===== config.mk =====
export PLATFORM = sky130hd
export DESIGN_NAME = gcl_ctrl
export DESIGN_NICKNAME = d
export VERILOG_FILES = /design/src/rtl/gcl_pkg.sv /design/src/rtl/gcl_ctrl.sv
export VERILOG_INCLUDE_DIRS = /design/src /design/src/rtl
export SDC_FILE = /design/constraint.sdc
export NUM_CORES = 1
export LEC_CHECK = 0
export BUFFER_PORTS_ARGS = -buffer_cell sky130_fd_sc_hd__buf_2
export CORE_AREA = 8 8 45 47
export DETAILED_ROUTE_END_ITERATION = 12
export DIE_AREA = 0 0 53 55
export SYNTH_ARGS = -nofsm -noshare
export SYNTH_HDL_FRONTEND = slang
export SYNTH_SLANG_ARGS = --single-unit

===== constraint.sdc =====
create_clock -name clock -period 2.4 [get_ports clock]
set_clock_uncertainty 0.05 [all_clocks]
set_input_delay 0.36 -clock clock [delete_from_list [all_inputs] [get_ports clock]]
set_output_delay 0.36 -clock clock [all_outputs]
set_load 0.01 [all_outputs]

===== src/rtl/grid_component_labeler_macros.svh =====
// Assertion macros shared by the labeler RTL.
`ifndef GRID_COMPONENT_LABELER_MACROS_SVH
`define GRID_COMPONENT_LABELER_MACROS_SVH
`ifndef NO_ASSERTIONS
`define GCL_ASSERT_ALWAYS(label, clk, rst, cond) \
   label: assert property (@(posedge clk) disable iff (rst) (cond)) \
      else $error("assertion failed");
`define GCL_ASSERT_NEXT(label, clk, rst, ante, cons) \
   label: assert property (@(posedge clk) disable iff (rst) (ante) |=> (cons)) \
      else $error("assertion failed");
`else
`define GCL_ASSERT_ALWAYS(label, clk, rst, cond)
`define GCL_ASSERT_NEXT(label, clk, rst, ante, cons)
`endif
`endif


===== src/rtl/gcl_pkg.sv =====
// Types, constants and neighbour table shared by the labeler modules.
`timescale 1ns / 1ps
package gcl_pkg;

   localparam int ID_W      = 6;
   localparam int COORD_W   = 6;
   localparam int NBR_COUNT = 24;
   localparam int D_W       = 5;
   localparam int GRP_W     = 7;
   localparam int STACK_W   = ID_W + D_W;
   localparam int COORDS_W  = 2 * COORD_W;
   localparam int MAP_W     = ID_W + 1;

   typedef struct packed {
      logic [COORD_W-1:0] tile_x;
      logic [COORD_W-1:0] tile_y;
      logic               final_tile;
   } req_type;

   typedef struct packed {
      logic [ID_W-1:0] tile_index;
      logic [ID_W-1:0] group_number;
      logic            group_end;
      logic            run_end;
   } rsp_type;

   typedef enum logic [3:0] {
      S_CLEAR, S_IDLE, S_SCAN, S_SCAN_C, S_SCAN_M,
      S_PROBE, S_PROBE_M, S_POP_S, S_LOAD_C, S_DONE
   } state_type;

   typedef struct packed {
      logic clr_step;
      logic load;
      logic scan_open;
      logic scan_hit;
      logic scan_next;
      logic probe;
      logic probe_hit;
      logic pop;
      logic pop_latch;
      logic latch_coords;
      logic group_close;
      logic finish;
   } cmd_type;

   typedef struct packed {
      logic clr_last;
      logic tiles_done;
      logic cell_live;
      logic nbr_done;
      logic depth_one;
      logic nbr_outside;
   } status_type;

   // Column offset of neighbour d, in walk order.
   function automatic logic signed [2:0] nbr_dx(input logic [D_W-1:0] d);
      logic signed [2:0] r;
      case (d)
         5'd0:  r = 3'sd0;   5'd1:  r = 3'sd1;   5'd2:  r = 3'sd0;   5'd3:  r = -3'sd1;
         5'd4:  r = 3'sd1;   5'd5:  r = -3'sd1;  5'd6:  r = 3'sd1;   5'd7:  r = -3'sd1;
         5'd8:  r = 3'sd0;   5'd9:  r = -3'sd2;  5'd10: r = 3'sd0;   5'd11: r = 3'sd2;
         5'd12: r = -3'sd2;  5'd13: r = 3'sd2;   5'd14: r = 3'sd2;   5'd15: r = -3'sd2;
         5'd16: r = 3'sd1;   5'd17: r = 3'sd1;   5'd18: r = -3'sd1;  5'd19: r = -3'sd1;
         5'd20: r = 3'sd2;   5'd21: r = 3'sd2;   5'd22: r = -3'sd2;  5'd23: r = -3'sd2;
         default: r = 3'sd0;
      endcase
      return r;
   endfunction

   // Row offset of neighbour d, in walk order.
   function automatic logic signed [2:0] nbr_dy(input logic [D_W-1:0] d);
      logic signed [2:0] r;
      case (d)
         5'd0:  r = 3'sd1;   5'd1:  r = 3'sd0;   5'd2:  r = -3'sd1;  5'd3:  r = 3'sd0;
         5'd4:  r = 3'sd1;   5'd5:  r = 3'sd1;   5'd6:  r = -3'sd1;  5'd7:  r = -3'sd1;
         5'd8:  r = -3'sd2;  5'd9:  r = 3'sd0;   5'd10: r = 3'sd2;   5'd11: r = 3'sd0;
         5'd12: r = 3'sd2;   5'd13: r = 3'sd2;   5'd14: r = -3'sd2;  5'd15: r = -3'sd2;
         5'd16: r = 3'sd2;   5'd17: r = -3'sd2;  5'd18: r = 3'sd2;   5'd19: r = -3'sd2;
         5'd20: r = 3'sd1;   5'd21: r = -3'sd1;  5'd22: r = 3'sd1;   5'd23: r = -3'sd1;
         default: r = 3'sd0;
      endcase
      return r;
   endfunction

endpackage


===== src/rtl/gcl_ctrl.sv =====
// Sequencer for the map clear, loading, scanning and depth-first walking of tiles.
`timescale 1ns / 1ps
`include "grid_component_labeler_macros.svh"
module gcl_ctrl (
   input  logic                clock,
   input  logic                reset,
   input  logic                start,
   input  logic                final_tile,
   input  gcl_pkg::status_type status,
   output gcl_pkg::cmd_type    cmd,
   output logic                busy
);
   import gcl_pkg::*;

   state_type state_ff, state_in;

   always_ff @(posedge clock) begin
      if (reset) begin
         state_ff <= S_CLEAR;
      end else begin
         state_ff <= state_in;
      end
   end

   always_comb begin
      state_in = state_ff;
      case (state_ff)
         S_CLEAR:   if (status.clr_last) state_in = S_IDLE;
         S_IDLE:    if (start && final_tile) state_in = S_SCAN;
         S_SCAN:    state_in = status.tiles_done ? S_DONE : S_SCAN_C;
         S_SCAN_C:  state_in = S_SCAN_M;
         S_SCAN_M:  state_in = status.cell_live ? S_PROBE : S_SCAN;
         S_PROBE: begin
            if (status.nbr_done) begin
               state_in = status.depth_one ? S_SCAN : S_POP_S;
            end else if (!status.nbr_outside) begin
               state_in = S_PROBE_M;
            end
         end
         S_PROBE_M: state_in = status.cell_live ? S_LOAD_C : S_PROBE;
         S_POP_S:   state_in = S_LOAD_C;
         S_LOAD_C:  state_in = S_PROBE;
         S_DONE:    state_in = S_IDLE;
         default:   state_in = S_CLEAR;
      endcase
   end

   always_comb begin
      cmd = '0;
      case (state_ff)
         S_CLEAR:   cmd.clr_step = 1'b1;
         S_IDLE:    cmd.load = start;
         S_SCAN_C:  cmd.scan_open = 1'b1;
         S_SCAN_M: begin
            cmd.scan_hit  = status.cell_live;
            cmd.scan_next = !status.cell_live;
         end
         S_PROBE: begin
            cmd.group_close = status.nbr_done && status.depth_one;
            cmd.pop         = status.nbr_done && !status.depth_one;
            cmd.probe       = !status.nbr_done;
         end
         S_PROBE_M: cmd.probe_hit = status.cell_live;
         S_POP_S:   cmd.pop_latch = 1'b1;
         S_LOAD_C:  cmd.latch_coords = 1'b1;
         S_DONE:    cmd.finish = 1'b1;
         default:   cmd = '0;
      endcase
   end

   assign busy = (state_ff != S_IDLE);

   `GCL_ASSERT_NEXT(a_final_goes_busy, clock, reset, start && !busy && final_tile, busy)
   `GCL_ASSERT_NEXT(a_load_stays_ready, clock, reset, start && !busy && !final_tile, !busy)
   `GCL_ASSERT_NEXT(a_done_to_idle, clock, reset, state_ff == S_DONE, !busy)
endmodule


==> reports/metrics.csv, run 1 <==
stage;metric;value;unit
run_status;status;finished clean;
pwr;Reg power frac;0.324;
logic_synthesis;post-synth cell types;28;
floorplan;die height;55;um
global_route;GRT Util Overall;0.07701;
floorplan;die width;53;um
worst_setup_path;Top Family by Delay on Critical Path;flip-flops;
timing;slew at the pin closest to its max-slew limit;0.4189;ns
cts;clk root buf;clkbuf_4;
worst_setup_path;crit path DAT;1.49;ns
timing;RSZ-0062 raised after global routing;false;
worst_setup_path;worst path cell trace;nand2b_1 > or2_2 > nor2_1 > buf_2;
cells_and_area;Finished Core Util;0.3816;
logic_synthesis;Cell Area, Synth;415.4;um^2
cells_and_area;Layout area overhead;27.11;%
global_route;gr ovfl total;0;
timing;Slew headroom;0.7204;
floorplan;die area;2915;um^2
timing;Slew Limit Fails;0;
floorplan;Initial Utilization;0.3002;
cells_and_area;sequential cell area;80.08;um^2
pwr;clock power share;0.289;
cells_and_area;largest registers;state_ff x4;
pwr;switching part of the total;0.3760;
worst_setup_path;WP depth;4;
cells_and_area;multi-input logic area;284.0;um^2
timing;FMAX;525.7;MHz
cts;Clock Tree Buf Depth;2;
floorplan;row count;14;
logic_synthesis;Post-Syn Instances;57;
worst_setup_path;Max stage delay cell, worst path;dfxtp_1;
detailed_routing;post-route ant nets;0;
cells_and_area;design area;528.0;um^2
worst_setup_path;startpoint class of the critical path;flop;
global_route;vias in the first global route;396;
pwr;maximum vdd drop;0.0002401;V
cells_and_area;number of fill cells;159;
pwr;Pint;0.1897;mW
global_route;largest net degree at the start of global routing;14;
cells_and_area;diode count;0;
cts;htree depth;1;
placement;GPL Wtd Cong;0.7654;
cells_and_area;most frequent cells in the layout;buf_2, nor2_1, nor3_1;
worst_setup_path;slowest stage delay, CP;0.57;ns
worst_setup_path;Worst Path Buf+Inv;1;
worst_setup_path;Setup CP Type;reg -> out;
global_route;first-pass GRT wire length;1.662;mm
detailed_routing;drt first pass iters;4;
worst_setup_path;Critical Path End Type;output port;
logic_synthesis;Ys Warns;0;
cts;Clock Latency Late Sink;0.24;ns
cts;Post-CTS Repair Setup Buffers;0;
global_route;number of antenna violations at the first check in global routing;0;
job;max_cap viols;0;
timing;Setup Viol. Count Final;0;
timing;final count of hold timing violations;0;
timing;Final Cycle Share;0.7926;
timing;Tmin final;1.902;ns
cells_and_area;max FFs per register;4;
detailed_routing;drt drc;0;
cells_and_area;commonest non-fill, non-tap cell in the layout;buf_2;
placement;DP Area;505.5;um^2
cts;post_cts resized;0;
detailed_routing;drt via density;5.258;
cts;# clock sinks;4;
cells_and_area;Top reg by flops;state_ff;
detailed_routing;DR iter-0 viols;8;
pwr;Switching Power;0.1143;mW
cts;hold buffer count at CTS;0;
floorplan;core box area;1384;um^2
placement;dpl hpwl;944.2;um
logic_synthesis;Syn Area/Cell;7.288;um^2
worst_setup_path;Worst EP required;1.99;ns
cells_and_area;NumNets Final;89;
pwr;Power per Cell Area;575.9;nW/um^2
worst_setup_path;Critical Path Fanout Max;13;
detailed_routing;Vias;489;
floorplan;I/O pin total;23;
logic_synthesis;number of synthesized register bits;4;
worst_setup_path;reg2reg path depth;3;
detailed_routing;WL per Instance;13.09;um
placement;number of port buffers;22;
detailed_routing;routed wire length;1.217;mm
cts;Clock transition at path regs;0.04;ns
cts;total CTS buffers;3;
logic_synthesis;syn nets;67;
pwr;Static Leak;0.2388;nW
timing;setup TNS;0;ns
cts;CTS tree;yes;
cells_and_area;layout cells sized above 1;0.3766;
hold_path;worst min-delay path class;in -> reg;
logic_synthesis;Seq/Total Area, Yosys;0.1928;
hold_path;Hold Path Cell Cnt;2;
pwr;combinational share of power;0.387;
-- power by group through the flow --
| stage | combinational, mW | sequential, mW | clock, mW |
|---|---|---|---|
| 2_1_floorplan | 0.115 | 0.0802 | 0 |
| 3_3_place_gp | 0.117 | 0.0984 | 0 |
| 3_5_place_dp | 0.118 | 0.0992 | 0 |
| 4_1_cts | 0.119 | 0.0980 | 0.0884 |
| 5_1_grt | 0.129 | 0.0999 | 0.0939 |
| 6_report | 0.118 | 0.0985 | 0.0879 |
-- worst paths after layout --
path	start	endpoint	slack (ns)
worst max-delay path	state_ff[2]$_SDFFE_PP0P_	cmd[8]	0.50
worst min-delay path	reset	state_ff[0]$_SDFFE_PP0P_	0.26
worst max register to register	state_ff[0]$_SDFFE_PP0P_	state_ff[1]$_SDFFE_PP0P_	0.85
worst min register to register	state_ff[1]$_SDFFE_PP0P_	state_ff[3]$_SDFFE_PP0P_	0.59
-- per-layer routing --
metal / up-vias / track usage / routed length, um
li1: 240 / - / -
met1: 217 / 0.08042 / 517
met2: 27 / 0.1250 / 517
met3: 5 / 0.02406 / 135
met4: 0 / 0.06466 / 46
met5: - / 0 / 0
-- layout make-up --
cell class / instances / share of cell area
multi-input combinational: 45 / 0.5379
sequential: 4 / 0.1517
inverter: 3 / 0.02133
clock buffer: 3 / 0.04265
tap: 16 / 0.03791
timing repair buffer: 22 / 0.2085
-- worst register-to-register path: stages (launching register included) --
cell and delay, ns:
dfxtp_1 0.40, or2_1 0.34, or4_4 0.44, and4_1 0.21
-- kinds of logic after synthesis --
logic type	Yosys count	synth area share
multiplexers	1	0.02711
AO/OA/AOI/OAI	12	0.1988
AND/OR/NAND/NOR	31	0.4368
flip-flops	4	0.1928
XOR/XNOR	1	0.02109
buffers and inverters	8	0.1235
-- cell usage after synthesis --
| library cell | number | area [um^2] |
|---|---|---|
| inv_1 | 3 | 11.26 |
| or3b_1 | 1 | 8.760 |
| o31ai_1 | 1 | 7.510 |
| xnor2_1 | 1 | 8.760 |
| o311ai_0 | 1 | 8.760 |
| nor2_1 | 8 | 30.03 |
| a211oi_1 | 2 | 15.01 |
| a21oi_1 | 4 | 20.02 |
| nor3_1 | 6 | 30.03 |
| mux2_2 | 1 | 11.26 |
| nand4bb_1 | 1 | 11.26 |
| and4_1 | 1 | 8.760 |
| nand2b_1 | 5 | 31.28 |
| nor3b_2 | 1 | 12.51 |
| nand2_1 | 3 | 11.26 |
| buf_6 | 2 | 22.52 |
| or2b_1 | 1 | 7.510 |
| buf_2 | 2 | 10.01 |
| or2_2 | 1 | 6.260 |
| and2_1 | 1 | 6.260 |
| o32ai_1 | 1 | 8.760 |
| a21boi_0 | 1 | 7.510 |
| or4_4 | 1 | 11.26 |
| or2_1 | 1 | 6.260 |
| dfxtp_1 | 4 | 80.08 |
| a22oi_1 | 1 | 7.510 |
| buf_4 | 1 | 7.510 |
| o21a_1 | 1 | 7.510 |
-- per-stage QoR --
stage	setup WS, ns	std cells	hold WS (ns)	total power [mW]
after global placement	0.7570	90	0.5097	0.2152
final	0.4979	93	0.2593	0.3041
after CTS	0.5016	93	0.2578	0.3050
after detailed placement	0.7661	90	0.5111	0.2176
after floorplan	0.9148	57	0.3791	0.1950
after global routing	0.4241	93	0.2524	0.3229
(Power assumes the default switching activity.)
==> run 2: changes to the inputs <==
Clock period 2.4 ns to 1.7 ns, I/O delays scaled along.
==> run 2 against run 1 <==
- sequential cell count unchanged
- utilization rose by 3.7 points
- wire length down 2.8%
- first-iteration DRC count shrank 75%
- cell count rose by 2.2%
- non-clock buffer count rose by 2
- total power up 48%
- sequential share of layout area hardly changed
- final area grew 9.7%
- critical path type unchanged
- largest cell class unchanged
- highest routed layer is now met3
==> reports/metrics.csv, run 2 (synthesis results as in run 1) <==
stage;metric;value;unit
placement;dpl hpwl;900.2;um
cts;hold buffer count at CTS;0;
worst_setup_path;Max stage delay cell, worst path;dfxtp_2;
detailed_routing;Vias;471;
detailed_routing;WL per Instance;12.45;um
cts;clk root buf;clkbuf_4;
cells_and_area;largest registers;state_ff x4;
global_route;GRT met3 Usage;0.03209;
cells_and_area;Finished Core Util;0.4186;
global_route;first-pass GRT wire length;1.842;mm
hold_path;worst min-delay path class;in -> reg;
cts;Clock Tree Buf Depth;2;
timing;Tmin final;1.607;ns
pwr;Static Leak;0.2567;nW
detailed_routing;drt drc;0;
worst_setup_path;Worst Path Buf+Inv;2;
floorplan;die area;2915;um^2
detailed_routing;post-route ant nets;0;
detailed_routing;drt first pass iters;4;
global_route;vias in the first global route;427;
global_route;GRT Util Overall;0.08133;
detailed_routing;DR iter-0 viols;2;
worst_setup_path;Worst EP required;1.39;ns
global_route;met1 Use GR;0.09242;
global_route;met2 Resource Use GR;0.1309;
worst_setup_path;Top Family by Delay on Critical Path;flip-flops;
cells_and_area;Layout area overhead;39.46;%
timing;FMAX;622.2;MHz
cts;CTS tree;yes;
placement;placed cell count;92;
worst_setup_path;Reg2Reg Setup Slack;0.28;ns
floorplan;I/O pin total;23;
floorplan;core box area;1384;um^2
cells_and_area;diode count;0;
cells_and_area;most frequent cells in the layout;buf_2, nor2_1, nor3_1;
global_route;largest net degree at the start of global routing;13;
global_route;number of antenna violations at the first check in global routing;0;
job;max_cap viols;0;
cts;post_cts resized;3;
cts;htree depth;1;
cts;# clock sinks;4;
cells_and_area;fin cells;95;
floorplan;die width;53;um
timing;Final Cycle Share;0.9455;
floorplan;row count;14;
placement;number of port buffers;22;
cells_and_area;commonest non-fill, non-tap cell in the layout;buf_2;
worst_setup_path;worst path cell trace;or2_1 > buf_4 > nor3_1 > buf_2;
timing;Slew headroom;0.7918;
worst_setup_path;Critical Path End Type;output port;
timing;slew at the pin closest to its max-slew limit;0.3084;ns
global_route;Most Used Layer, Global Route;met2;
timing;final count of hold timing violations;0;
global_route;gr ovfl total;0;
cts;Clock Latency Late Sink;0.23;ns
detailed_routing;drt via density;4.958;
timing;Setup Viol. Count Final;0;
pwr;maximum vdd drop;0.0002641;V
cells_and_area;NumNets Final;91;
worst_setup_path;startpoint class of the critical path;flop;
worst_setup_path;crit path DAT;1.30;ns
cells_and_area;Top reg by flops;state_ff;
floorplan;die height;55;um
run_status;status;finished clean;
cts;Clock transition at path regs;0.04;ns
worst_setup_path;slowest stage delay, CP;0.38;ns
cells_and_area;max FFs per register;4;
cts;Post-CTS Repair Setup Buffers;0;
placement;GPL Wtd Cong;0.7484;
worst_setup_path;Critical Path Fanout Max;12;
pwr;Power per Cell Area;775.6;nW/um^2
timing;Slew Limit Fails;0;
cells_and_area;layout cells sized above 1;0.4810;
worst_setup_path;Setup CP Type;reg -> out;
detailed_routing;routed wire length;1.183;mm
floorplan;Initial Utilization;0.3002;
cts;total CTS buffers;3;
## run 2: final cells by class
class                      instances  area, um^2
clock buffer                       3       22.52
fill                             157       804.5
inverter                           3       11.26
multi-input combinational         45       312.8
sequential                         4       87.58
tap                               16       20.02
timing repair buffer              24       125.1
## run 2: worst paths after layout
kind	depth (start not counted)	start	end
max	4	state_ff[0]$_SDFFE_PP0P_	cmd[11]
min	2	reset	state_ff[0]$_SDFFE_PP0P_
max reg2reg	3	state_ff[0]$_SDFFE_PP0P_	state_ff[1]$_SDFFE_PP0P_
min reg2reg	2	state_ff[1]$_SDFFE_PP0P_	state_ff[3]$_SDFFE_PP0P_
## run 2: power breakdown
group          internal [mW]  total [mW]  switching [mW]
combinational         0.0991       0.182          0.0833
sequential             0.108       0.148          0.0398
clock                 0.0790       0.119          0.0395
## run 2: layer usage
layer / vias to the layer above / part of all wire
met4: 0 / 0
met1: 212 / 0.46
met2: 14 / 0.44
met5: - / 0
li1: 245 / -
met3: 0 / 0.099
## run 2: stage by stage
| stage | setup TNS, ns | power, mW | hold slack, ns | setup WS (ns) | instance area [um^2] |
|---|---|---|---|---|---|
| 4_1_cts | 0 | 0.4412 | 0.1475 | 0.005490 | 546.8 |
| 5_1_grt | -0.001188 | 0.4896 | 0.1422 | -0.001188 | 579.3 |
| 6_report | 0 | 0.4493 | 0.1550 | 0.09269 | 579.3 |
| 3_3_place_gp | 0 | 0.3150 | 0.4000 | 0.2368 | 520.5 |
| 2_1_floorplan | 0 | 0.2753 | 0.2741 | 0.2934 | 415.4 |
| 3_5_place_dp | 0 | 0.3164 | 0.4060 | 0.2284 | 520.5 |
==> run 3: changes to the inputs <==
Settings changed: ABC_AREA from default to 1, PLACE_DENSITY from default to 0.69.
==> run 3 against run 2 <==
- clock-buffer cell count unchanged
- cell count up 22%
- synthesized cell count rose by 33%
- sequential power up 14%
- via count increased by 17%
- combinational power rose by 120%
- setup slack better by 0.057 ns
- critical path depth grew 1
- critical path type unchanged
- largest cell class unchanged
- largest power group unchanged
==> reports/metrics.csv, run 3 <==
stage;metric;value;unit
detailed_routing;WL per Instance;9.552;um
worst_setup_path;WP depth;5;
global_route;vias in the first global route;489;
worst_setup_path;Max stage delay cell, worst path;dfxtp_1;
placement;GPL Wtd Cong;0.8232;
floorplan;die width;53;um
cells_and_area;diode count;0;
pwr;maximum vdd drop;0.0007272;V
cts;# clock sinks;4;
logic_synthesis;synth cell count leaders;inv_1, nand2_1, nor2_1, nand2_2, nand3_1;
logic_synthesis;area share of fa/ha/maj cells after synthesis;0;
logic_synthesis;count leader, synth;inv_1;
worst_setup_path;Reg2Reg Setup Slack;0.45;ns
logic_synthesis;Seq/Total Area, Yosys;0.1798;
cells_and_area;Top reg by flops;state_ff;
detailed_routing;Vias;550;
logic_synthesis;Synth async-reset ratio;0;
worst_setup_path;crit path DAT;1.25;ns
worst_setup_path;Worst R2R End;state_ff[0]$_SDFFE_PP0P_;
floorplan;die height;55;um
logic_synthesis;post-synth top area share;0.1798;
cts;CTS tree;yes;
logic_synthesis;EDFF count, synth;0;
timing;Final Cycle Share;0.9118;
timing;slew at the pin closest to its max-slew limit;0.2528;ns
cts;Clock Tree Buf Depth;2;
floorplan;core box area;1384;um^2
global_route;largest net degree at the start of global routing;9;
worst_setup_path;Worst Path Buf+Inv;2;
cells_and_area;Layout area overhead;32.02;%
worst_setup_path;worst path cell trace;inv_1 > nor2_4 > nand2_2 > nor3_1 > buf_2;
logic_synthesis;Cell Area, Synth;445.4;um^2
logic_synthesis;ys flop type;dfxtp_1;
hold_path;worst min-delay path class;in -> reg;
worst_setup_path;startpoint class of the critical path;flop;
detailed_routing;routed wire length;1.108;mm
cells_and_area;commonest non-fill, non-tap cell in the layout;buf_2;
logic_synthesis;main combinational cell family by area after synthesis;simple AND/OR/NAND/NOR gates;
cts;total CTS buffers;3;
timing;Tmin final;1.550;ns
timing;FMAX;645.2;MHz
worst_setup_path;Worst Setup EP;cmd[1];
global_route;gr ovfl total;0;
cells_and_area;sequential cell area;81.33;um^2
pwr;Static Leak;0.3715;nW
detailed_routing;drt via density;4.741;
cells_and_area;multi-input logic area;286.5;um^2
timing;setup TNS;0;ns
timing;RSZ-0062 raised after global routing;false;
timing;Setup Viol. Count Final;0;
placement;dpl hpwl;982.5;um
worst_setup_path;Reg2Reg Launch Point;state_ff[2]$_SDFFE_PP0P_;
worst_setup_path;Critical Path Start;state_ff[2]$_SDFFE_PP0P_;
detailed_routing;drt drc;0;
cts;Clock Latency Late Sink;0.23;ns
timing;Slew headroom;0.8312;
cells_and_area;most frequent cells in the layout;buf_2, inv_1, nand2_1;
logic_synthesis;number of synthesized register bits;4;
pwr;Power per Cell Area;1155;nW/um^2
logic_synthesis;syn nets;86;
worst_setup_path;Setup CP Type;reg -> out;
job;max_cap viols;0;
cells_and_area;number of fill cells;158;
global_route;GRT Util Overall;0.07923;
cells_and_area;largest registers;state_ff x4;
detailed_routing;DR iter-0 viols;12;
logic_synthesis;mux cell area share after synthesis;0;
logic_synthesis;post-synthesis simple-gate area fraction;0.5169;
floorplan;row count;14;
floorplan;die area;2915;um^2
logic_synthesis;Ys Warns;0;
cts;Post-CTS Repair Setup Buffers;0;
worst_setup_path;Top Family by Delay on Critical Path;simple AND/OR/NAND/NOR gates;
cells_and_area;Finished Core Util;0.4250;
worst_setup_path;Critical Path End Type;output port;
cells_and_area;layout cells sized above 1;0.4400;
floorplan;Initial Utilization;0.3219;
global_route;number of antenna violations at the first check in global routing;0;
detailed_routing;drt first pass iters;4;
detailed_routing;post-route ant nets;0;
cts;htree depth;1;
logic_synthesis;leading area contributor after synthesis;dfxtp_1;
logic_synthesis;Syn Area/Cell;5.861;um^2
global_route;first-pass GRT wire length;1.835;mm
cells_and_area;NumNets Final;112;
logic_synthesis;post-synth cell types;19;
worst_setup_path;Critical Path Fanout Max;8;
worst_setup_path;slowest stage delay, CP;0.34;ns
placement;number of port buffers;22;
run_status;status;finished clean;
cells_and_area;max FFs per register;4;
logic_synthesis;Post-Syn Instances;76;
logic_synthesis;Area contributors post-synth;dfxtp_1, inv_1, nand2_1, nor2_1, nand2_2;
timing;Slew Limit Fails;0;
worst_setup_path;reg2reg path depth;6;
worst_setup_path;Worst EP required;1.39;ns
floorplan;I/O pin total;23;
logic_synthesis;xor/xnor cell area share of the yosys netlist;0;
logic_synthesis;Compound-Gate Fraction of Synth Area;0.1264;
cts;Clock transition at path regs;0.04;ns
cts;clk root buf;clkbuf_4;
timing;final count of hold timing violations;0;
[run 3: changes by cell type after synthesis, sizes merged, moves of 2 or more]
cell | before | now
nand2 | 3 | 19
nand3 | 0 | 6
buf | 5 | 1
o211ai | 0 | 2
nand2b | 5 | 0
or2 | 2 | 0
inv | 3 | 18
nor3 | 6 | 3
nor2 | 8 | 17
a211oi | 2 | 0
[run 3: cell type report]
| type | instances | share of cell area |
|---|---|---|
| sequential | 4 | 0.1383 |
| inverter | 18 | 0.1149 |
| tap | 16 | 0.03404 |
| clock buffer | 3 | 0.03830 |
| timing repair buffer | 22 | 0.1872 |
| multi-input combinational | 53 | 0.4872 |
[run 3: kinds of logic after synthesis]
kind of cell           after synthesis
AOI/OAI and AO/OA                    8
buffers and inverters               19
DFF                                  4
and+or+nand+nor                     45
[run 3: metal layers]
layer  up-vias  track usage  wire (um)
li1        283            -          -
met1       241      0.08815        442
met2        26       0.1445        590
met3         0      0.01872         75
met4         0      0.02586          0
met5         -            0          0
[run 3: worst min path at each step]
stage,start,to,cells past startpoint
floorplan,reset,state_ff[0]$_SDFFE_PP0P_,1
global placement,reset,state_ff[0]$_SDFFE_PP0P_,2
detailed placement,reset,state_ff[0]$_SDFFE_PP0P_,2
CTS,reset,state_ff[0]$_SDFFE_PP0P_,2
global route,reset,state_ff[0]$_SDFFE_PP0P_,2
finish,reset,state_ff[0]$_SDFFE_PP0P_,2
[run 3: timing repair]
action,in CTS,in global routing
endpoints found under the setup margin,0,2
hold buffers,0,0
gates resized for setup,0,1
[run 3: per-stage QoR]
step / setup slack [ns] / cell area (um^2) / hold slack [ns] / cells / total power [mW]
2_1_floorplan: 0.4598 / 445.4 / 0.2674 / 76 / 0.4882
3_3_place_gp: 0.3191 / 564.3 / 0.4170 / 113 / 0.5643
3_5_place_dp: 0.2815 / 564.3 / 0.4260 / 113 / 0.5684
4_1_cts: 0.03131 / 586.8 / 0.1792 / 116 / 0.6889
5_1_grt: 0.04597 / 588.1 / 0.1801 / 116 / 0.7470
6_report: 0.1500 / 588.1 / 0.1806 / 116 / 0.6790
[run 3: report_power, final]
group          internal, mW  switching, mW
combinational         0.153          0.245
sequential            0.119         0.0498
clock                0.0786         0.0338
